### src/rtl/assert_macros.svh
// ----------------------------------------------------------------------------
// assert_macros.svh
// Shared assertion shorthands: same-cycle and next-cycle implication.
// ----------------------------------------------------------------------------
`ifndef ASSERT_MACROS_SVH
`define ASSERT_MACROS_SVH

// Antecedent implies consequent in the same cycle.
`define ASSERT_IMP(label, clk, rst, ante, cons, msg) \
  label: assert property (@(posedge clk) disable iff (rst) (ante) |-> (cons)) \
    else $error(msg);

// Antecedent implies consequent in the next cycle.
`define ASSERT_NEXT(label, clk, rst, ante, cons, msg) \
  label: assert property (@(posedge clk) disable iff (rst) (ante) |=> (cons)) \
    else $error(msg);

`endif

### src/rtl/tpp_pkg.sv
// ----------------------------------------------------------------------------
// tpp_pkg
// Layout constants and shared types of the traceparent parser.
// ----------------------------------------------------------------------------
`timescale 1ns / 1ps

package tpp_pkg;

  // character offsets within the header
  localparam logic [5:0] DASH_POS_VER   = 6'd2;
  localparam logic [5:0] DASH_POS_TRACE = 6'd35;
  localparam logic [5:0] DASH_POS_SPAN  = 6'd52;
  localparam logic [5:0] HDR_LEN        = 6'd55;  // also the optional trailing dash
  localparam logic [5:0] FINAL_POS      = 6'd54;  // offset of last char of a bare header
  localparam logic [5:0] VER_LAST       = 6'd1;
  localparam logic [5:0] TRACE_FIRST    = 6'd3;
  localparam logic [5:0] TRACE_LAST     = 6'd34;
  localparam logic [5:0] SPAN_FIRST     = 6'd36;
  localparam logic [5:0] SPAN_LAST      = 6'd51;
  localparam logic [5:0] FLAG_FIRST     = 6'd53;
  localparam logic [5:0] FLAG_LAST      = 6'd54;
  localparam logic [5:0] POS_MAX        = 6'd63;

  // ASCII codes
  localparam logic [7:0] ASCII_DASH = 8'h2D;
  localparam logic [7:0] ASCII_0    = 8'h30;
  localparam logic [7:0] ASCII_9    = 8'h39;
  localparam logic [7:0] ASCII_LC_A = 8'h61;
  localparam logic [7:0] ASCII_LC_F = 8'h66;

  // version codes
  localparam logic [7:0] VERSION_ZERO    = 8'h00;
  localparam logic [7:0] VERSION_INVALID = 8'hFF;

  // per-character classification
  typedef struct packed {
    logic       is_dash;
    logic       is_hex;
    logic [3:0] nib;
    logic       at_dash;
    logic       at_version;
    logic       at_trace;
    logic       at_span;
    logic       at_flag;
  } char_class_t;

endpackage

### src/rtl/tpp_if.sv
// ----------------------------------------------------------------------------
// tpp_if
// Valid/ready channels: header characters in, parse results out.
// ----------------------------------------------------------------------------
`timescale 1ns / 1ps

interface tpp_in_if;
  logic       valid;
  logic       ready;
  logic [7:0] char_byte;
  logic       last_char;

  modport source (output valid, char_byte, last_char, input ready);
  modport sink   (input valid, char_byte, last_char, output ready);
endinterface

interface tpp_out_if;
  logic        valid;
  logic        ready;
  logic        header_valid;
  logic [7:0]  version_value;
  logic [63:0] trace_id_high;
  logic [63:0] trace_id_low;
  logic [63:0] parent_span;
  logic        sampled_bit;

  modport source (output valid, header_valid, version_value, trace_id_high,
                  trace_id_low, parent_span, sampled_bit, input ready);
  modport sink   (input valid, header_valid, version_value, trace_id_high,
                  trace_id_low, parent_span, sampled_bit, output ready);
endinterface

### src/rtl/traceparent_header_parser.sv
// ----------------------------------------------------------------------------
// traceparent_header_parser
// Streaming checker and field extractor for a trace-context header.
// ----------------------------------------------------------------------------
// Usage:
//   hdr_in carries one ASCII character per transfer, last_char set on the
//   final character of a header. Each header yields exactly one transfer on
//   res_out, issued for its last character: header_valid plus the version,
//   trace id, span id and sampled bit, all zero when the header fails.
//   Characters that are not last produce nothing.
// Timing:
//   One character per cycle sustained, apart from the stalls below. Each
//   character is first held in an input register, then checked against its
//   offset and folded into the shift registers; a last character's result
//   passes from the input register into the output register.
// Stalls:
//   The output register frees the input side: characters keep flowing while
//   a result waits. Only a last character stalls, and only while a previous
//   result still sits unread; hdr_in.ready then drops.
// Reset:
//   rst (synchronous) empties both registers and returns the parser to
//   offset zero, ready for the start of a header.
// ----------------------------------------------------------------------------
`timescale 1ns / 1ps
`include "assert_macros.svh"

module traceparent_header_parser (
  input  logic            clk,
  input  logic            rst,
  tpp_in_if.sink          hdr_in,
  tpp_out_if.source       res_out
);

  // input register
  logic       s1_valid;
  logic [7:0] s1_char;
  logic       s1_last;

  // parse state
  logic [5:0]  char_position;
  logic        still_valid;
  logic [7:0]  version_shift;
  logic [63:0] trace_hi;
  logic [63:0] trace_lo;
  logic [63:0] span_shift;
  logic        trace_nonzero;
  logic        span_nonzero;
  logic [3:0]  flag_nibble;

  logic [5:0]  char_position_next;
  logic        still_valid_next;
  logic [7:0]  version_shift_next;
  logic [63:0] trace_hi_next;
  logic [63:0] trace_lo_next;
  logic [63:0] span_shift_next;
  logic        trace_nonzero_next;
  logic        span_nonzero_next;
  logic [3:0]  flag_nibble_next;

  // result register
  logic        out_valid;
  logic        out_header_valid;
  logic [7:0]  out_version;
  logic [63:0] out_trace_hi;
  logic [63:0] out_trace_lo;
  logic [63:0] out_span;
  logic        out_sampled;

  tpp_pkg::char_class_t cls;
  logic header_ok;
  logic out_free;
  logic s1_advance;
  logic s1_emit;

  // A non-last character never waits; a last one needs the output slot.
  assign out_free   = !out_valid || res_out.ready;
  assign s1_advance = s1_valid && (!s1_last || out_free);
  assign s1_emit    = s1_advance && s1_last;
  assign hdr_in.ready = !s1_valid || s1_advance;

  tpp_char_decode u_decode (
    .char_byte     (s1_char),
    .char_position (char_position),
    .cls           (cls)
  );

  // Fold the held character into the parse state.
  always_comb begin
    still_valid_next   = still_valid;
    version_shift_next = version_shift;
    trace_hi_next      = trace_hi;
    trace_lo_next      = trace_lo;
    span_shift_next    = span_shift;
    trace_nonzero_next = trace_nonzero;
    span_nonzero_next  = span_nonzero;
    flag_nibble_next   = flag_nibble;

    if (cls.at_dash) begin
      if (!cls.is_dash) still_valid_next = 1'b0;
    end else if (cls.at_version) begin
      if (!cls.is_hex) still_valid_next = 1'b0;
      version_shift_next = {version_shift[3:0], cls.nib};
    end else if (cls.at_trace) begin
      if (!cls.is_hex) still_valid_next = 1'b0;
      if (cls.nib != 4'd0) trace_nonzero_next = 1'b1;
      trace_hi_next = {trace_hi[59:0], trace_lo[63:60]};
      trace_lo_next = {trace_lo[59:0], cls.nib};
    end else if (cls.at_span) begin
      if (!cls.is_hex) still_valid_next = 1'b0;
      if (cls.nib != 4'd0) span_nonzero_next = 1'b1;
      span_shift_next = {span_shift[59:0], cls.nib};
    end else if (cls.at_flag) begin
      if (!cls.is_hex) still_valid_next = 1'b0;
      flag_nibble_next = cls.nib;
    end
    // offsets past the trailing dash are not checked

    char_position_next = (char_position == tpp_pkg::POS_MAX) ? char_position
                                                             : 6'(char_position + 6'd1);

    // Header complete at this character: judged on the updated state.
    header_ok = still_valid_next && (char_position >= tpp_pkg::FINAL_POS) &&
                (version_shift_next != tpp_pkg::VERSION_INVALID) &&
                trace_nonzero_next && span_nonzero_next &&
                !((version_shift_next == tpp_pkg::VERSION_ZERO) &&
                  (char_position != tpp_pkg::FINAL_POS));
  end

  // input register
  always_ff @(posedge clk) begin
    if (rst) begin
      s1_valid <= 1'b0;
    end else if (hdr_in.ready) begin
      s1_valid <= hdr_in.valid;
    end
    if (hdr_in.ready && hdr_in.valid) begin
      s1_char <= hdr_in.char_byte;
      s1_last <= hdr_in.last_char;
    end
  end

  // parse state; back to offset zero after each header
  always_ff @(posedge clk) begin
    if (rst || s1_emit) begin
      char_position <= '0;
      still_valid   <= 1'b1;
      version_shift <= '0;
      trace_hi      <= '0;
      trace_lo      <= '0;
      span_shift    <= '0;
      trace_nonzero <= 1'b0;
      span_nonzero  <= 1'b0;
      flag_nibble   <= '0;
    end else if (s1_advance) begin
      char_position <= char_position_next;
      still_valid   <= still_valid_next;
      version_shift <= version_shift_next;
      trace_hi      <= trace_hi_next;
      trace_lo      <= trace_lo_next;
      span_shift    <= span_shift_next;
      trace_nonzero <= trace_nonzero_next;
      span_nonzero  <= span_nonzero_next;
      flag_nibble   <= flag_nibble_next;
    end
  end

  // result register; a failed header reports all fields zero
  always_ff @(posedge clk) begin
    if (rst) begin
      out_valid <= 1'b0;
    end else if (s1_emit) begin
      out_valid <= 1'b1;
    end else if (res_out.ready) begin
      out_valid <= 1'b0;
    end
    if (s1_emit) begin
      out_header_valid <= header_ok;
      out_version      <= header_ok ? version_shift_next : '0;
      out_trace_hi     <= header_ok ? trace_hi_next : '0;
      out_trace_lo     <= header_ok ? trace_lo_next : '0;
      out_span         <= header_ok ? span_shift_next : '0;
      out_sampled      <= header_ok & flag_nibble_next[0];
    end
  end

  assign res_out.valid         = out_valid;
  assign res_out.header_valid  = out_header_valid;
  assign res_out.version_value = out_version;
  assign res_out.trace_id_high = out_trace_hi;
  assign res_out.trace_id_low  = out_trace_lo;
  assign res_out.parent_span   = out_span;
  assign res_out.sampled_bit   = out_sampled;

  // checks
  `ASSERT_IMP(a_fail_zero, clk, rst,
    out_valid && !out_header_valid,
    out_version == '0 && out_trace_hi == '0 && out_trace_lo == '0 &&
    out_span == '0 && !out_sampled,
    "failed header reported non-zero fields")
  `ASSERT_IMP(a_pass_fields, clk, rst,
    out_valid && out_header_valid,
    out_version != tpp_pkg::VERSION_INVALID && out_span != '0 &&
    (out_trace_hi != '0 || out_trace_lo != '0),
    "passed header breaks version or id rules")
  `ASSERT_NEXT(a_restart, clk, rst,
    s1_emit,
    char_position == '0 && still_valid && !trace_nonzero && !span_nonzero,
    "parser did not restart after a header")

endmodule

### src/rtl/tpp_char_decode.sv
// ----------------------------------------------------------------------------
// tpp_char_decode
// Hex decode of one character and classification of its header offset.
// ----------------------------------------------------------------------------
`timescale 1ns / 1ps

module tpp_char_decode (
  input  logic [7:0]          char_byte,
  input  logic [5:0]          char_position,
  output tpp_pkg::char_class_t cls
);

  always_comb begin
    cls = '0;
    cls.is_dash = (char_byte == tpp_pkg::ASCII_DASH);
    if (char_byte inside {[tpp_pkg::ASCII_0 : tpp_pkg::ASCII_9]}) begin
      cls.is_hex = 1'b1;
      cls.nib    = char_byte[3:0];
    end else if (char_byte inside {[tpp_pkg::ASCII_LC_A : tpp_pkg::ASCII_LC_F]}) begin
      cls.is_hex = 1'b1;
      cls.nib    = 4'(char_byte[3:0] + 4'd9);  // 'a' low nibble is 1
    end
    // non-hex leaves nib at zero

    cls.at_dash    = (char_position inside {tpp_pkg::DASH_POS_VER, tpp_pkg::DASH_POS_TRACE,
                                            tpp_pkg::DASH_POS_SPAN, tpp_pkg::HDR_LEN});
    cls.at_version = (char_position <= tpp_pkg::VER_LAST);
    cls.at_trace   = (char_position inside {[tpp_pkg::TRACE_FIRST : tpp_pkg::TRACE_LAST]});
    cls.at_span    = (char_position inside {[tpp_pkg::SPAN_FIRST : tpp_pkg::SPAN_LAST]});
    cls.at_flag    = (char_position inside {[tpp_pkg::FLAG_FIRST : tpp_pkg::FLAG_LAST]});
  end

endmodule
### src/flat_wrapper.sv
// flat-port wrapper written by rule: the top's interface ports become plain ports
module traceparent_header_parser_flat 
  (clk, rst, hdr_in_valid, hdr_in_char_byte, hdr_in_last_char, hdr_in_ready, res_out_valid, res_out_header_valid, res_out_version_value, res_out_trace_id_high, res_out_trace_id_low, res_out_parent_span, res_out_sampled_bit, res_out_ready);
  tpp_in_if hdr_in_i ();
  tpp_out_if res_out_i ();
  input  logic clk;
  input  logic rst;
  input wire logic [$bits(hdr_in_i.valid)-1:0] hdr_in_valid;
  input wire logic [$bits(hdr_in_i.char_byte)-1:0] hdr_in_char_byte;
  input wire logic [$bits(hdr_in_i.last_char)-1:0] hdr_in_last_char;
  output wire logic [$bits(hdr_in_i.ready)-1:0] hdr_in_ready;
  output wire logic [$bits(res_out_i.valid)-1:0] res_out_valid;
  output wire logic [$bits(res_out_i.header_valid)-1:0] res_out_header_valid;
  output wire logic [$bits(res_out_i.version_value)-1:0] res_out_version_value;
  output wire logic [$bits(res_out_i.trace_id_high)-1:0] res_out_trace_id_high;
  output wire logic [$bits(res_out_i.trace_id_low)-1:0] res_out_trace_id_low;
  output wire logic [$bits(res_out_i.parent_span)-1:0] res_out_parent_span;
  output wire logic [$bits(res_out_i.sampled_bit)-1:0] res_out_sampled_bit;
  input wire logic [$bits(res_out_i.ready)-1:0] res_out_ready;
  assign hdr_in_i.valid = hdr_in_valid;
  assign hdr_in_i.char_byte = hdr_in_char_byte;
  assign hdr_in_i.last_char = hdr_in_last_char;
  assign hdr_in_ready = hdr_in_i.ready;
  assign res_out_valid = res_out_i.valid;
  assign res_out_header_valid = res_out_i.header_valid;
  assign res_out_version_value = res_out_i.version_value;
  assign res_out_trace_id_high = res_out_i.trace_id_high;
  assign res_out_trace_id_low = res_out_i.trace_id_low;
  assign res_out_parent_span = res_out_i.parent_span;
  assign res_out_sampled_bit = res_out_i.sampled_bit;
  assign res_out_i.ready = res_out_ready;
  traceparent_header_parser u_core (.clk(clk), .rst(rst), .hdr_in(hdr_in_i), .res_out(res_out_i));
endmodule
### config.mk
export PLATFORM = sky130hd
export DESIGN_NAME = traceparent_header_parser_flat
export DESIGN_NICKNAME = d
export VERILOG_FILES = /design/src/rtl/tpp_pkg.sv /design/src/rtl/tpp_if.sv /design/src/rtl/traceparent_header_parser.sv /design/src/rtl/tpp_char_decode.sv /design/src/flat_wrapper.sv
export VERILOG_INCLUDE_DIRS = /design/src /design/src/rtl
export SDC_FILE = /design/constraint.sdc
export NUM_CORES = 1
export LEC_CHECK = 0
export BUFFER_PORTS_ARGS = -buffer_cell sky130_fd_sc_hd__buf_2
export CAP_MARGIN = 20
export CORE_AREA = 8 8 193 195
export CTS_BUF_LIST = sky130_fd_sc_hd__clkbuf_4
export DETAILED_ROUTE_END_ITERATION = 16
export DIE_AREA = 0 0 201 203
export PLACE_DENSITY = 0.84
export SLEW_MARGIN = 20
export SYNTH_ARGS = -nofsm -noshare
export SYNTH_HDL_FRONTEND = slang
export SYNTH_SLANG_ARGS = --single-unit
### constraint.sdc
create_clock -name clk -period 7.17 [get_ports clk]
set_clock_uncertainty 0.15 [all_clocks]
set_input_delay 0 -clock clk [delete_from_list [all_inputs] [get_ports clk]]
set_output_delay 0 -clock clk [all_outputs]
set_load 0.05 [all_outputs]
; Word-level counts from Yosys, hierarchy flattened
; Cells that the tools add are included.
[word_totals]
wordCells = 107
input_bits = 13
output_inout_bits = 204
regBits = 423
[op_classes]
n_addsub = 2
mux = 37
bitwise_logic = 2
magnitude_cmp = 12
n_eq_ne = 8
n_reduce_logical = 27
[ops]
columns = op, n
row1 = 2-to-1 mux 64 bit, 10
row2 = "== test 6 bit, second input constant", 4
row3 = 2-to-1 mux 1 bit, 23
row4 = "greater-or-equal comparator 6 bit, second input constant", 3
row5 = "less-or-equal comparator 6 bit, second input constant", 3
row6 = 2-to-1 mux 8 bit, 2
row7 = logical AND 1 bit, 14
row8 = 2-to-1 mux 5 bit, 2
row9 = "== test 8 x 6 -> 1 bit, second input constant", 1
row10 = "greater-or-equal comparator 8 x 6 -> 1 bit, second input constant", 1
row11 = "greater-or-equal comparator 8 x 7 -> 1 bit, second input constant", 1
row12 = "less-or-equal comparator 8 x 6 -> 1 bit, second input constant", 1
row13 = "less-or-equal comparator 8 x 7 -> 1 bit, second input constant", 1
row14 = logical NOT 8 bit, 1
row15 = "!= test 8 bit, second input constant", 1
row16 = nonzero test 4 bit, 2
row17 = "adder 6 x 1 -> 6 bit, second input constant", 1
row18 = "== test 6 x 2 -> 1 bit, second input constant", 1
row19 = "greater-or-equal comparator 6 x 2 -> 1 bit, second input constant", 1
row20 = "less-or-equal comparator 6 x 1 -> 1 bit, second input constant", 1
row21 = "!= test 6 bit, second input constant", 1
row22 = "adder 4 bit, second input constant", 1
row23 = logical NOT 1 bit, 4
row24 = logical OR 1 bit, 4
row25 = 4 further kinds, 4

; Logic depth before layout (Yosys ltp)
; Gate-level depths: netlist of the first run.
[logic_depth]
word_depth = 16
mapped_depth = 12
depth_no_buf = 9

; Cells and area by module
; Synthesis of the first run repeated with hierarchy kept, for this count alone.
[hier_totals]
cells_unflattened = 1672
area_unflattened_um2 = 18173.7
[modules_own_cells]
columns = mod, seq_area_each_um2, instances, cells_each, area_per_inst_um2
row1 = traceparent_header_parser, 10580.1, 1, 1631, 17864.6
row2 = tpp_char_decode, 0.0, 1, 41, 309.0

; Worst setup path before layout of the first run
; Ideal clock, no wire load.
[synth_timing]
path_kind = register -> register
startpoint = register u_core.out_valid, in the netlist u_core.res_out.valid
endpoint = register u_core.out_header_valid, in the netlist u_core.res_out.header_valid, enable pin
setup_ps = 555
synth_period_minus_slack_ps = 5765
n_path_buf = 1
path_stages_with_launch = 7
t_required_ps = 6465
slack_ps = 1405
arrival_ps = 5059
path_cell_list = dfxtp_1 > nor2b_1 > nand2_1 > and2_1 > clkbuf_1 > nand2_1 > inv_1
[synth_via]
elab_chain_cells = 5
[synth_rtl]
columns = item, line_no
row1 = "start, declared", traceparent_header_parser.sv:61  ; logic out_valid;
row2 = "start signal, assigned", traceparent_header_parser.sv:170  ; out_valid <= 1'b0;
row3 = "start signal, assigned", traceparent_header_parser.sv:172  ; out_valid <= 1'b1;
row4 = "start signal, assigned", traceparent_header_parser.sv:174  ; out_valid <= 1'b0;
row5 = logical NOT 1 bit, traceparent_header_parser.sv:76  ; assign out_free = !out_valid || res_out.ready;
row6 = logical OR 1 bit, traceparent_header_parser.sv:76
row7 = logical OR 1 bit, traceparent_header_parser.sv:77  ; assign s1_advance = s1_valid && (!s1_last || out_free);
row8 = logical AND 1 bit, traceparent_header_parser.sv:77
row9 = logical AND 1 bit, traceparent_header_parser.sv:78  ; assign s1_emit = s1_advance && s1_last;
row10 = named net u_core.s1_emit, traceparent_header_parser.sv:73  ; logic s1_emit;
row11 = "end signal, assigned", traceparent_header_parser.sv:177  ; out_header_valid <= header_ok;
row12 = "end, declared", traceparent_header_parser.sv:62  ; logic out_header_valid;
; The timed path passes the listed nets, and every way through them passes these cells.
; A chain may end at the register's enable or synchronous reset.

; Worst setup path in the final report of the first run
[layout_timing]
startpoint = register u_core.s1_char[0]
endpoint = register u_core.out_span[36], in the netlist u_core.res_out.parent_span[36], data pin
[layout_via]
elab_chain_cells = 15
word_cells_on_any_way = 38
cone_classes = add/sub (1) / order compare (4) / eq/ne (2) / mux (20) / reduce/logical (11)
[layout_rtl]
columns = item, line_no
row1 = "start, declared", traceparent_header_parser.sv:36  ; logic [7:0] s1_char;
row2 = "start signal, assigned", traceparent_header_parser.sv:137  ; s1_char <= hdr_in.char_byte;
row3 = greater-or-equal comparator 8 x 7 -> 1 bit or less-or-equal comparator 8 x 7 -> 1 bit (tied branches), tpp_char_decode.sv:19  ; end else if (char_byte inside {[tpp_pkg::ASCII_LC_A : tpp_pkg::ASCII_LC_F]}) begin
row4 = logical AND 1 bit, tpp_char_decode.sv:19
row5 = 2-to-1 mux 5 bit, tpp_char_decode.sv:19
row6 = 2-to-1 mux 5 bit, tpp_char_decode.sv:16  ; if (char_byte inside {[tpp_pkg::ASCII_0 : tpp_pkg::ASCII_9]}) begin
row7 = 2-to-1 mux 1 bit, --
row8 = 2-to-1 mux 1 bit, traceparent_header_parser.sv:112  ; end else if (cls.at_flag) begin
row9 = 2-to-1 mux 1 bit, traceparent_header_parser.sv:108  ; end else if (cls.at_span) begin
row10 = 2-to-1 mux 1 bit, traceparent_header_parser.sv:103  ; end else if (cls.at_trace) begin
row11 = 2-to-1 mux 1 bit, traceparent_header_parser.sv:100  ; end else if (cls.at_version) begin
row12 = 2-to-1 mux 1 bit, traceparent_header_parser.sv:98  ; if (cls.at_dash) begin
row13 = logical AND 1 bit (2 in a row), traceparent_header_parser.sv:122  ; header_ok = still_valid_next && (char_position >= tpp_pkg::FINAL_POS) &&
row14 = logical AND 1 bit, traceparent_header_parser.sv:123  ; (version_shift_next != tpp_pkg::VERSION_INVALID) &&
row15 = logical AND 1 bit, traceparent_header_parser.sv:124  ; trace_nonzero_next && span_nonzero_next &&
row16 = logical AND 1 bit *, traceparent_header_parser.sv:124
row17 = "end signal, assigned", traceparent_header_parser.sv:181  ; out_span <= header_ok ? span_shift_next : '0;
row18 = "end, declared", traceparent_header_parser.sv:66  ; logic [63:0] out_span;
; Mark *: on every way between the ends. The rest lies on a longest branch, timed or not.

==> impl_metrics.py, run 1 <==
metrics = {
    "outcome": {
        "status": "completed",
    },
    "timing": {
        "min_period_ns": 4.72,
        "max_freq_mhz": 212,
        "slew_headroom": 0.276,
        "fin_setup_tns_ns": 0,
        "worst_pin_slew_ns": 1.09,
        "finalCritPeriodShare": 0.658,
        "final-max-slew-violation-count": 0,
        "rsz0062_at_grt": "no",
        "finalHoldViolations": 0,
        "setup_slack_ns": 2.45,
        "final-setup-viol-count": 0,
    },
    "yosys": {
        "synth_top_cell_by_area": "edfxtp_1",
        "yosysTopAreaCellShare": 0.341,
        "synth_nets": 1701,
        "synth_edf_count": 211,
        "synth_common_cells": "nand2_1 (411), dfxtp_1 (212), edfxtp_1 (211)",
        "synth_warnings": 0,
        "synthCells": 1681,
        "synth.area.top_cells": "edfxtp_1 (34%), dfxtp_1 (23%), mux2i_1 (10%)",
        "ys_seq_area_frac": 0.569,
        "async_reset_ff_frac": 0,
        "ys_types": 58,
        "yosysMostFrequentCell": "nand2_1",
        "ys_seq_elements": 423,
        "syn_area_um2": 18600,
        "synth.avg_cell_area_um2": 11.1,
        "ys.flop_type": "dfxtp_1",
    },
    "floorplan": {
        "die_w_um": 201,
        "die_area_um2": 40800,
        "die_h_um": 203,
        "rows": 68,
        "io_pins": 217,
        "start_util": 0.545,
        "core_area_um2": 34100,
    },
    "setup_path": {
        "critPathCaptureType": "flip-flop",
        "cp_num_buf_inv": 1,
        "worstPathRequired_ns": 7.46,
        "crit_slowest_cell": "or4_4",
        "cp_top_family": "simple AND/OR/NAND/NOR gates",
        "cp_cell_sequence": "ha_1 -> nor4b_1 -> a2111oi_4 -> a22oi_1 -> a32o_1 -> o2111a_1 -> or4_4 -> buf_4 -> nor2_4",
        "cp-start-kind": "flip-flop",
        "worst-path-max-fanout": 41,
        "crit_type": "flip-flop to flip-flop",
        "cp.arrival_ns": 5.01,
        "slowest_delay_ns": 0.84,
    },
    "clock_tree": {
        "cts_tree": "yes",
        "cts_setup_buffers": 0,
        "clock_sinks": 423,
        "clock_latency_ns": 0.76,
        "cts-root-buf": "clkbuf_4",
        "cts_buffers": 102,
        "cts.path.max_buffers": 3,
        "cts_resized": 0,
        "htreeDepth": 3,
        "cts.clk_slew.worst_paths_ns": 0.07,
    },
    "pwr": {
        "pwr-share-comb": 0.032,
        "p_switching_mw": 1.07,
        "ir_worst_vdd_v": 0.000143,
        "p_per_area_nw_per_um2": 218,
        "seqPwrFrac": 0.548,
        "netSwitchingFraction": 0.231,
        "power.share.clock": 0.420,
        "internal-power_mw": 3.57,
        "p_leak_nw": 7.05,
    },
    "min_path": {
        "min_path_type": "input port to flip-flop",
    },
    "drt": {
        "wl_um": 41300,
        "drt_iter0_drc": 976,
        "ant_nets": 0,
        "first_pass_iters": 5,
        "post_drt_wl_per_cell_um": 16.8,
        "via_per_inst": 5.30,
        "drc": 0,
        "vias": 13082,
    },
    "global_route": {
        "antenna_found_initial": 2,
        "grt.total_usage": 0.196,
        "grt_pass1_wl_um": 66500,
        "grt-ovfl-total": 0,
        "grt_pass1_vias": 12900,
        "grt_max_degree": 125,
    },
    "final_layout": {
        "nets": 1943,
        "fin_cells": 2468,
        "fin_util": 0.625,
        "area_growth_pct": 14.6,
        "stdcell_area_um2": 21300,
        "drive_gt1_frac": 0.279,
    },
    "place": {
        "dp_hpwl_um": 25800,
        "dp_slack_ns": 2.46,
        "port_buffers": 216,
        "dpl-instance-area_um2": 19700,
        "gp_congestion": 0.819,
        "dp_cells": 2250,
    },
    "run": {
        "cap_violations": 0,
    },
}
area by class of cell:
type                       instances  area (µm²)
clock buffer                     149        1120
clock inverter                    43         203
inverter                           9        41.3
multi-input combinational       1130        7320
sequential                       423       10600
tap                              455         569
antenna                            2        5.00
timing repair buffer             257        1480
fill                            2661       12800
routing by layer:
metal  part of all wire  track usage  routed length [µm]
met1               0.42        0.245               17400
met2               0.48        0.319               19700
met3              0.082       0.0622                3390
met4              0.019       0.0641                 776
met5                  0            0                   0
placed cells by master, fill, tap and decap left out, drive strengths merged, types with 22 or more instances in the layout:
| cell | synthesis | final |
|---|---|---|
| a21oi | 209 | 209 |
| buf | 30 | 233 |
| clkbuf | 89 | 149 |
| clkinv | 0 | 40 |
| dfxtp | 212 | 212 |
| dlygate4sd3 | 0 | 24 |
| edfxtp | 211 | 211 |
| mux2i | 190 | 190 |
| nand2 | 411 | 411 |
| nor2 | 202 | 202 |
| nor3 | 22 | 22 |
cell families after synthesis:
logic type                 synth area share
adders and majority gates           0.00471
and+or+nand+nor                       0.209
buffers and inverters                0.0394
DFF                                   0.569
xor gates and xnor gates            0.00236
AOI/OAI and AO/OA                    0.0735
muxes                                 0.102
worst paths after layout:
| check | start | end | slack [ns] | depth (start not counted) |
|---|---|---|---|---|
| worst max-delay path | u_core.s1_char[0] | u_core.res_out.parent_span[36] | 2.45 | 9 |
| worst min-delay path | hdr_in_valid | u_core.s1_last | 0.21 | 4 |
| worst max register to register | u_core.s1_char[0] | u_core.res_out.parent_span[36] | 2.45 | 9 |
| worst min register to register | u_core.trace_lo[52] | u_core.trace_lo[56] | 0.29 | 2 |
worst min-delay path: stages:
cell	delay, ns
dlygate4sd3_1	0.53
buf_2	0.12
inv_1	0.07
a31oi_1	0.18
stage by stage:
stage	power, mW	hold WS [ns]
2_1_floorplan	2.70	-0.0809
3_3_place_gp	2.73	0.0292
3_5_place_dp	2.74	0.0311
4_1_cts	4.70	0.115
5_1_grt	4.84	0.157
6_report	4.65	0.211
flip-flops by register name, indices dropped and copies added, names as in the netlist, 6 cells and up:
| signal | cells |
|---|---|
| u_core.res_out.parent_span | 64 |
| u_core.res_out.trace_id_high | 64 |
| u_core.res_out.trace_id_low | 64 |
| u_core.span_shift | 64 |
| u_core.trace_hi | 64 |
| u_core.trace_lo | 64 |
| u_core.res_out.version_value | 8 |
| u_core.s1_char | 8 |
| u_core.version_shift | 8 |
| u_core.char_position | 6 |
timing repair:
| action | CTS | global route |
|---|---|---|
| endpoints found under the hold margin | 86 | 0 |
| hold buffers | 24 | 0 |
| endpoints found under the setup margin | 0 | 0 |
power by group through the flow:
stage                     Clock, mW  Sequential (mW)  Combinational (mW)
after floorplan                   0             2.63              0.0755
after global placement            0             2.60               0.134
after detailed placement          0             2.60               0.138
after CTS                      2.01             2.55               0.148
after global routing           2.14             2.55               0.159
final                          1.95             2.55               0.148
Note: power is estimated with default switching activity, not from simulation.
==> run 2: changes to the inputs <==
--- a/config.mk
+++ b/config.mk
@@ -12,7 +12,7 @@
 export CTS_BUF_LIST = sky130_fd_sc_hd__clkbuf_4
 export DETAILED_ROUTE_END_ITERATION = 16
 export DIE_AREA = 0 0 201 203
-export PLACE_DENSITY = 0.84
+export PLACE_DENSITY = 0.87
 export SLEW_MARGIN = 20
 export SYNTH_ARGS = -nofsm -noshare
 export SYNTH_HDL_FRONTEND = slang
==> constraint.sdc (replaced) <==
create_clock -name clk -period 3.92 [get_ports clk]
set_clock_uncertainty 0.15 [all_clocks]
set_input_delay 0 -clock clk [delete_from_list [all_inputs] [get_ports clk]]
set_output_delay 0 -clock clk [all_outputs]
set_load 0.05 [all_outputs]
==> impl_metrics.py, run 2 (synthesis results as in run 1) <==
metrics = {
    "place": {
        "gp_congestion": 0.837,
        "dpl-instance-area_um2": 20100,
        "dp_slack_ns": 0.266,
        "dp_hpwl_um": 27000,
        "port_buffers": 216,
        "dp_cells": 2272,
    },
    "drt": {
        "wl_um": 42300,
        "vias": 13312,
        "first_pass_iters": 5,
        "ant_nets": 0,
        "drt_iter0_drc": 975,
        "drc": 0,
        "via_per_inst": 5.33,
        "post_drt_wl_per_cell_um": 16.9,
    },
    "timing": {
        "finalHoldViolations": 0,
        "final-setup-viol-count": 0,
        "whs_ns": 0.281,
        "max_freq_mhz": 273,
        "slew_headroom": 0.355,
        "worst_pin_slew_ns": 0.963,
        "setup_slack_ns": 0.256,
        "rsz0062_at_grt": "no",
        "min_period_ns": 3.66,
        "final-max-slew-violation-count": 0,
        "finalCritPeriodShare": 0.935,
    },
    "clock_tree": {
        "cts_tree": "yes",
        "clock_latency_ns": 0.79,
        "htreeDepth": 3,
        "clock_sinks": 423,
        "cts_buffers": 103,
        "cts.path.max_buffers": 3,
        "cts-root-buf": "clkbuf_4",
        "cts.clk_slew.worst_paths_ns": 0.07,
        "cts_setup_buffers": 0,
    },
    "floorplan": {
        "die_w_um": 201,
        "core_area_um2": 34100,
        "die_h_um": 203,
        "rows": 68,
        "io_pins": 217,
        "die_area_um2": 40800,
        "start_util": 0.545,
    },
    "global_route": {
        "grt.total_usage": 0.201,
        "grt_pass1_wl_um": 68300,
        "use_met3": 0.0663,
        "grt_max_degree": 133,
        "grt-ovfl-total": 0,
        "grt_pass1_vias": 13252,
        "antenna_found_initial": 2,
        "top_usage_layer": "met2",
        "grtUsageMet1": 0.246,
        "met2_usage": 0.330,
    },
    "final_layout": {
        "final_cell_mix": "nand2_1 (408), buf_2 (216), dfxtp_1 (211), edfxtp_1 (211), a21oi_1 (209)",
        "final-seq-area_um2": 10600,
        "layout_commonest_cell": "nand2_1",
        "nFillCells": 2510,
        "drive_gt1_frac": 0.291,
        "nets": 1968,
        "fin_cells": 2498,
        "stdcell_area_um2": 21800,
        "multi_input_area_um2": 7320,
        "area_growth_pct": 17.1,
    },
    "outcome": {
        "status": "completed",
    },
    "pwr": {
        "ir_worst_vdd_v": 0.000240,
        "total_power_mw": 8.73,
        "seqPwrFrac": 0.534,
        "p_per_area_nw_per_um2": 401,
        "pwr-share-comb": 0.032,
        "netSwitchingFraction": 0.233,
        "p_leak_nw": 7.25,
        "power.share.clock": 0.435,
        "internal-power_mw": 6.70,
        "p_switching_mw": 2.03,
    },
    "setup_path": {
        "critPathCaptureType": "flip-flop",
        "cp.arrival_ns": 4.01,
        "crit_type": "flip-flop to flip-flop",
        "worst-path-max-fanout": 11,
        "worstPathRequired_ns": 4.27,
        "cp-start-kind": "flip-flop",
    },
    "run": {
        "cap_violations": 0,
    },
    "min_path": {
        "min_path_type": "input port to flip-flop",
    },
}
[run 2: changes by cell type in the layout (fill, tap and decap cells not counted), moves of 2 or more]
cell / before / now
buf_12: 2 / 15
buf_4: 14 / 24
inv_6: 0 / 3
bufinv_16: 1 / 3
clkinv_2: 4 / 6
diode_2: 2 / 4
inv_2: 2 / 0
nand2_2: 0 / 2
[run 2: cell type report]
type,count,area share
diodes,4,0.000460
clock buffers,150,0.0517
clock inverters,46,0.0128
inverters,9,0.00172
multi-input cells,1130,0.336
repair buffers,281,0.0845
flip-flops and latches,423,0.486
well taps,455,0.0262
[run 2: worst max-delay path, stage by stage, from the launching register on]
cell and delay (ns):
edfxtp_1 0.50, ha_1 0.29, nor4b_1 0.53, a2111oi_4 0.11, a22oi_1 0.34, nor4b_1 0.09
o221a_1 0.22, or3_1 0.56, buf_4 0.26, nor3_1 0.36
[run 2: timing repair]
action,in CTS,in global routing
hold buffers,25,0
resized for setup,0,1
endpoints found under the hold margin,227,0
endpoints found under the setup margin,0,1
[run 2: power by group through the flow]
stage | Combinational [mW] | Sequential [mW] | Clock (mW)
floorplan | 0.139 | 4.80 | 0
global placement | 0.250 | 4.75 | 0
detailed placement | 0.256 | 4.76 | 0
CTS | 0.275 | 4.66 | 3.88
global route | 0.295 | 4.66 | 4.12
finish | 0.275 | 4.66 | 3.79
[run 2: path summary, 6_finish.rpt]
kind,endpoint,start,slack (ns),cells past startpoint
hold / removal,u_core.char_position[0],rst,0.28,5
setup / recovery,u_core.res_out.trace_id_low[27],u_core.s1_char[0],0.26,9
setup reg to reg,u_core.res_out.trace_id_low[27],u_core.s1_char[0],0.26,9
hold reg to reg,u_core.span_shift[25],u_core.span_shift[21],0.28,2
[run 2: metrics by stage]
step | util | TNS (ns)
after floorplan | - | -132.98
after global placement | 0.588 | 0
after detailed placement | 0.588 | 0
after CTS | 0.637 | 0
after global routing | 0.638 | 0
final | 0.638 | 0
[run 2: routing by layer]
layer  wire length, µm  vias up
met5                 0        -
met4               855        0
met3              3650       75
met2             20400      488
met1             17400     6350
li1                  -     6399
==> run 3: changes to the inputs <==
--- a/config.mk
+++ b/config.mk
@@ -6,13 +6,14 @@
 export SDC_FILE = /design/constraint.sdc
 export NUM_CORES = 1
 export LEC_CHECK = 0
+export ABC_AREA = 1
 export BUFFER_PORTS_ARGS = -buffer_cell sky130_fd_sc_hd__buf_2
 export CAP_MARGIN = 20
 export CORE_AREA = 8 8 193 195
 export CTS_BUF_LIST = sky130_fd_sc_hd__clkbuf_4
 export DETAILED_ROUTE_END_ITERATION = 16
 export DIE_AREA = 0 0 201 203
-export PLACE_DENSITY = 0.87
+export PLACE_DENSITY = 0.84
 export SLEW_MARGIN = 20
 export SYNTH_ARGS = -nofsm -noshare
 export SYNTH_HDL_FRONTEND = slang
==> constraint.sdc (replaced) <==
create_clock -name clk -period 3.73 [get_ports clk]
set_clock_uncertainty 0.15 [all_clocks]
set_input_delay 0 -clock clk [delete_from_list [all_inputs] [get_ports clk]]
set_output_delay 0 -clock clk [all_outputs]
set_load 0.05 [all_outputs]
==> impl_metrics.py, run 3 <==
metrics = {
    "outcome": {
        "status": "completed",
    },
    "setup_path": {
        "worst-path-max-fanout": 190,
        "critPathCaptureType": "flip-flop",
        "cp.arrival_ns": 3.85,
        "worstPathRequired_ns": 4.21,
        "cp-start-kind": "flip-flop",
        "crit_type": "flip-flop to flip-flop",
    },
    "drt": {
        "wl_um": 42200,
        "via_per_inst": 5.11,
        "first_pass_iters": 5,
        "ant_nets": 0,
        "vias": 14744,
        "drt_iter0_drc": 846,
        "post_drt_wl_per_cell_um": 14.7,
        "drc": 0,
    },
    "min_path": {
        "min_path_type": "input port to flip-flop",
    },
    "yosys": {
        "synth_adder_area_share": 0.00471,
        "synthCells": 2098,
        "synth_common_cells": "nand2_1 (457), inv_1 (382), dfxtp_1 (212)",
        "synth_mux_area_frac": 0.00215,
        "synth.area.top_cells": "edfxtp_1 (34%), dfxtp_1 (23%), nand2_1 (9.2%)",
        "synth_top_family_by_area": "simple AND/OR/NAND/NOR gates",
        "ys_types": 34,
        "synth_xor_area_frac": 0.000471,
        "ys.flop_type": "dfxtp_1",
        "synth_edf_count": 211,
        "synth.avg_cell_area_um2": 8.87,
        "ys_seq_area_frac": 0.569,
        "async_reset_ff_frac": 0,
        "synth_compound_area_frac": 0.140,
        "yosysMostFrequentCell": "nand2_1",
        "synth_warnings": 0,
        "synth_top_cell_by_area": "edfxtp_1",
        "yosysTopAreaCellShare": 0.341,
        "syn_area_um2": 18600,
        "yosys.area_share.simple": 0.167,
        "ys_seq_elements": 423,
        "synth_nets": 2118,
    },
    "timing": {
        "final-setup-viol-count": 0,
        "finalHoldViolations": 0,
        "finalCritPeriodShare": 0.906,
        "min_period_ns": 3.38,
        "worst_pin_slew_ns": 0.877,
        "max_freq_mhz": 296,
        "rsz0062_at_grt": "no",
        "final-max-slew-violation-count": 0,
        "slew_headroom": 0.415,
        "fin_setup_tns_ns": 0,
    },
    "final_layout": {
        "layout_commonest_cell": "nand2_1",
        "area_growth_pct": 15.4,
        "nets": 2354,
        "fin_cells": 2883,
        "final_cell_mix": "nand2_1 (454), inv_1 (379), buf_2 (216), dfxtp_1 (211), edfxtp_1 (211)",
        "drive_gt1_frac": 0.221,
        "fin_util": 0.629,
    },
    "global_route": {
        "grt_pass1_wl_um": 68700,
        "grt.total_usage": 0.200,
        "antenna_found_initial": 2,
        "grt-ovfl-total": 0,
        "grt_pass1_vias": 14192,
        "grt_max_degree": 191,
    },
    "floorplan": {
        "rows": 68,
        "core_area_um2": 34100,
        "start_util": 0.545,
        "die_h_um": 203,
        "die_w_um": 201,
        "io_pins": 217,
        "die_area_um2": 40800,
    },
    "run": {
        "cap_violations": 0,
    },
    "clock_tree": {
        "cts_resized": 0,
        "cts.clk_slew.worst_paths_ns": 0.09,
        "cts_buffers": 103,
        "clock_latency_ns": 0.76,
        "htreeDepth": 3,
        "cts_tree": "yes",
        "cts.path.max_buffers": 3,
        "cts.hold.buffers_added": 24,
        "cts_setup_buffers": 0,
        "clock_sinks": 423,
        "cts-root-buf": "clkbuf_4",
    },
    "place": {
        "dp_hpwl_um": 26900,
        "dp_cells": 2660,
        "gp_congestion": 0.896,
        "port_buffers": 216,
    },
    "pwr": {
        "total_power_mw": 10.2,
        "ir_worst_vdd_v": 0.000279,
        "p_leak_nw": 8.90,
        "p_per_area_nw_per_um2": 477,
    },
}
==> run 3: cell types whose count changed after synthesis, moves of 17 or more <==
cell | previous run | this run
inv_1 | 9 | 382
a21oi_1 | 209 | 15
o211ai_1 | 1 | 195
mux2i_1 | 190 | 4
o21ai_0 | 6 | 157
nor2_4 | 150 | 3
nor2_2 | 9 | 101
nor2_1 | 43 | 125
o21ai_1 | 0 | 49
nand2_1 | 411 | 457
clkbuf_1 | 88 | 56
buf_2 | 5 | 28
nor3_1 | 22 | 1
buf_1 | 7 | 24
==> run 3: kinds of logic after synthesis <==
kind of cell	count (synthesis)
and+or+nand+nor	724
buffers and inverters	518
DFF	423
AOI/OAI and AO/OA	421
adders and majority gates	7
muxes	4
xor gates and xnor gates	1
==> run 3: path summary, 6_finish.rpt <==
| path | from | depth (start not counted) | slack (ns) | to |
|---|---|---|---|---|
| max | u_core.char_position[1] | 14 | 0.35 | u_core.trace_hi[17] |
| min | hdr_in_valid | 4 | 0.25 | u_core.s1_last |
| max reg2reg | u_core.char_position[1] | 14 | 0.35 | u_core.trace_hi[17] |
| min reg2reg | u_core.still_valid | 1 | 0.33 | u_core.still_valid |
==> run 3: layout make-up <==
cell class,count,area (µm²)
clock buffer,156,1170
antenna,3,7.51
fill,2786,12600
timing repair buffer,259,1540
inverter,390,1490
sequential,423,10600
multi-input combinational,1157,5880
tap,455,569
clock inverter,40,229
==> run 3: where the power goes <==
group	internal, mW	total [mW]	switching, mW
Clock	2.07	3.95	1.88
Sequential	5.09	5.22	0.134
Combinational	0.283	1.07	0.790
Total	7.44	10.2	2.80
==> run 3: per-layer routing <==
metal | wire length (µm) | global-route usage
met5 | 0 | 0
met4 | 1100 | 0.0846
met3 | 3290 | 0.0572
met2 | 20600 | 0.338
met1 | 17300 | 0.238
==> run 3: critical path, stage by stage, from the launching register on <==
cell and delay [ns]:
dfxtp_1 0.39, inv_1 0.12, ha_1 0.20, inv_1 0.09
nand2_1 0.13, nand3_4 0.14, inv_2 0.07, nor3_4 0.25
buf_12 0.47, buf_4 0.51, nand2_1 0.11, o21ai_0 0.17
nand2_1 0.09, o211ai_1 0.11, inv_1 0.07
==> run 3: metrics by stage <==
| stage | worst slack (ns) | cell area, µm² | hold WS (ns) |
|---|---|---|---|
| floorplan | -0.700 | 18600 | -0.0809 |
| global placement | 0.577 | 19800 | 0.0245 |
| detailed placement | 0.448 | 19800 | 0.0281 |
| CTS | 0.408 | 21500 | 0.143 |
| global route | 0.0564 | 21500 | 0.247 |
| finish | 0.351 | 21500 | 0.249 |
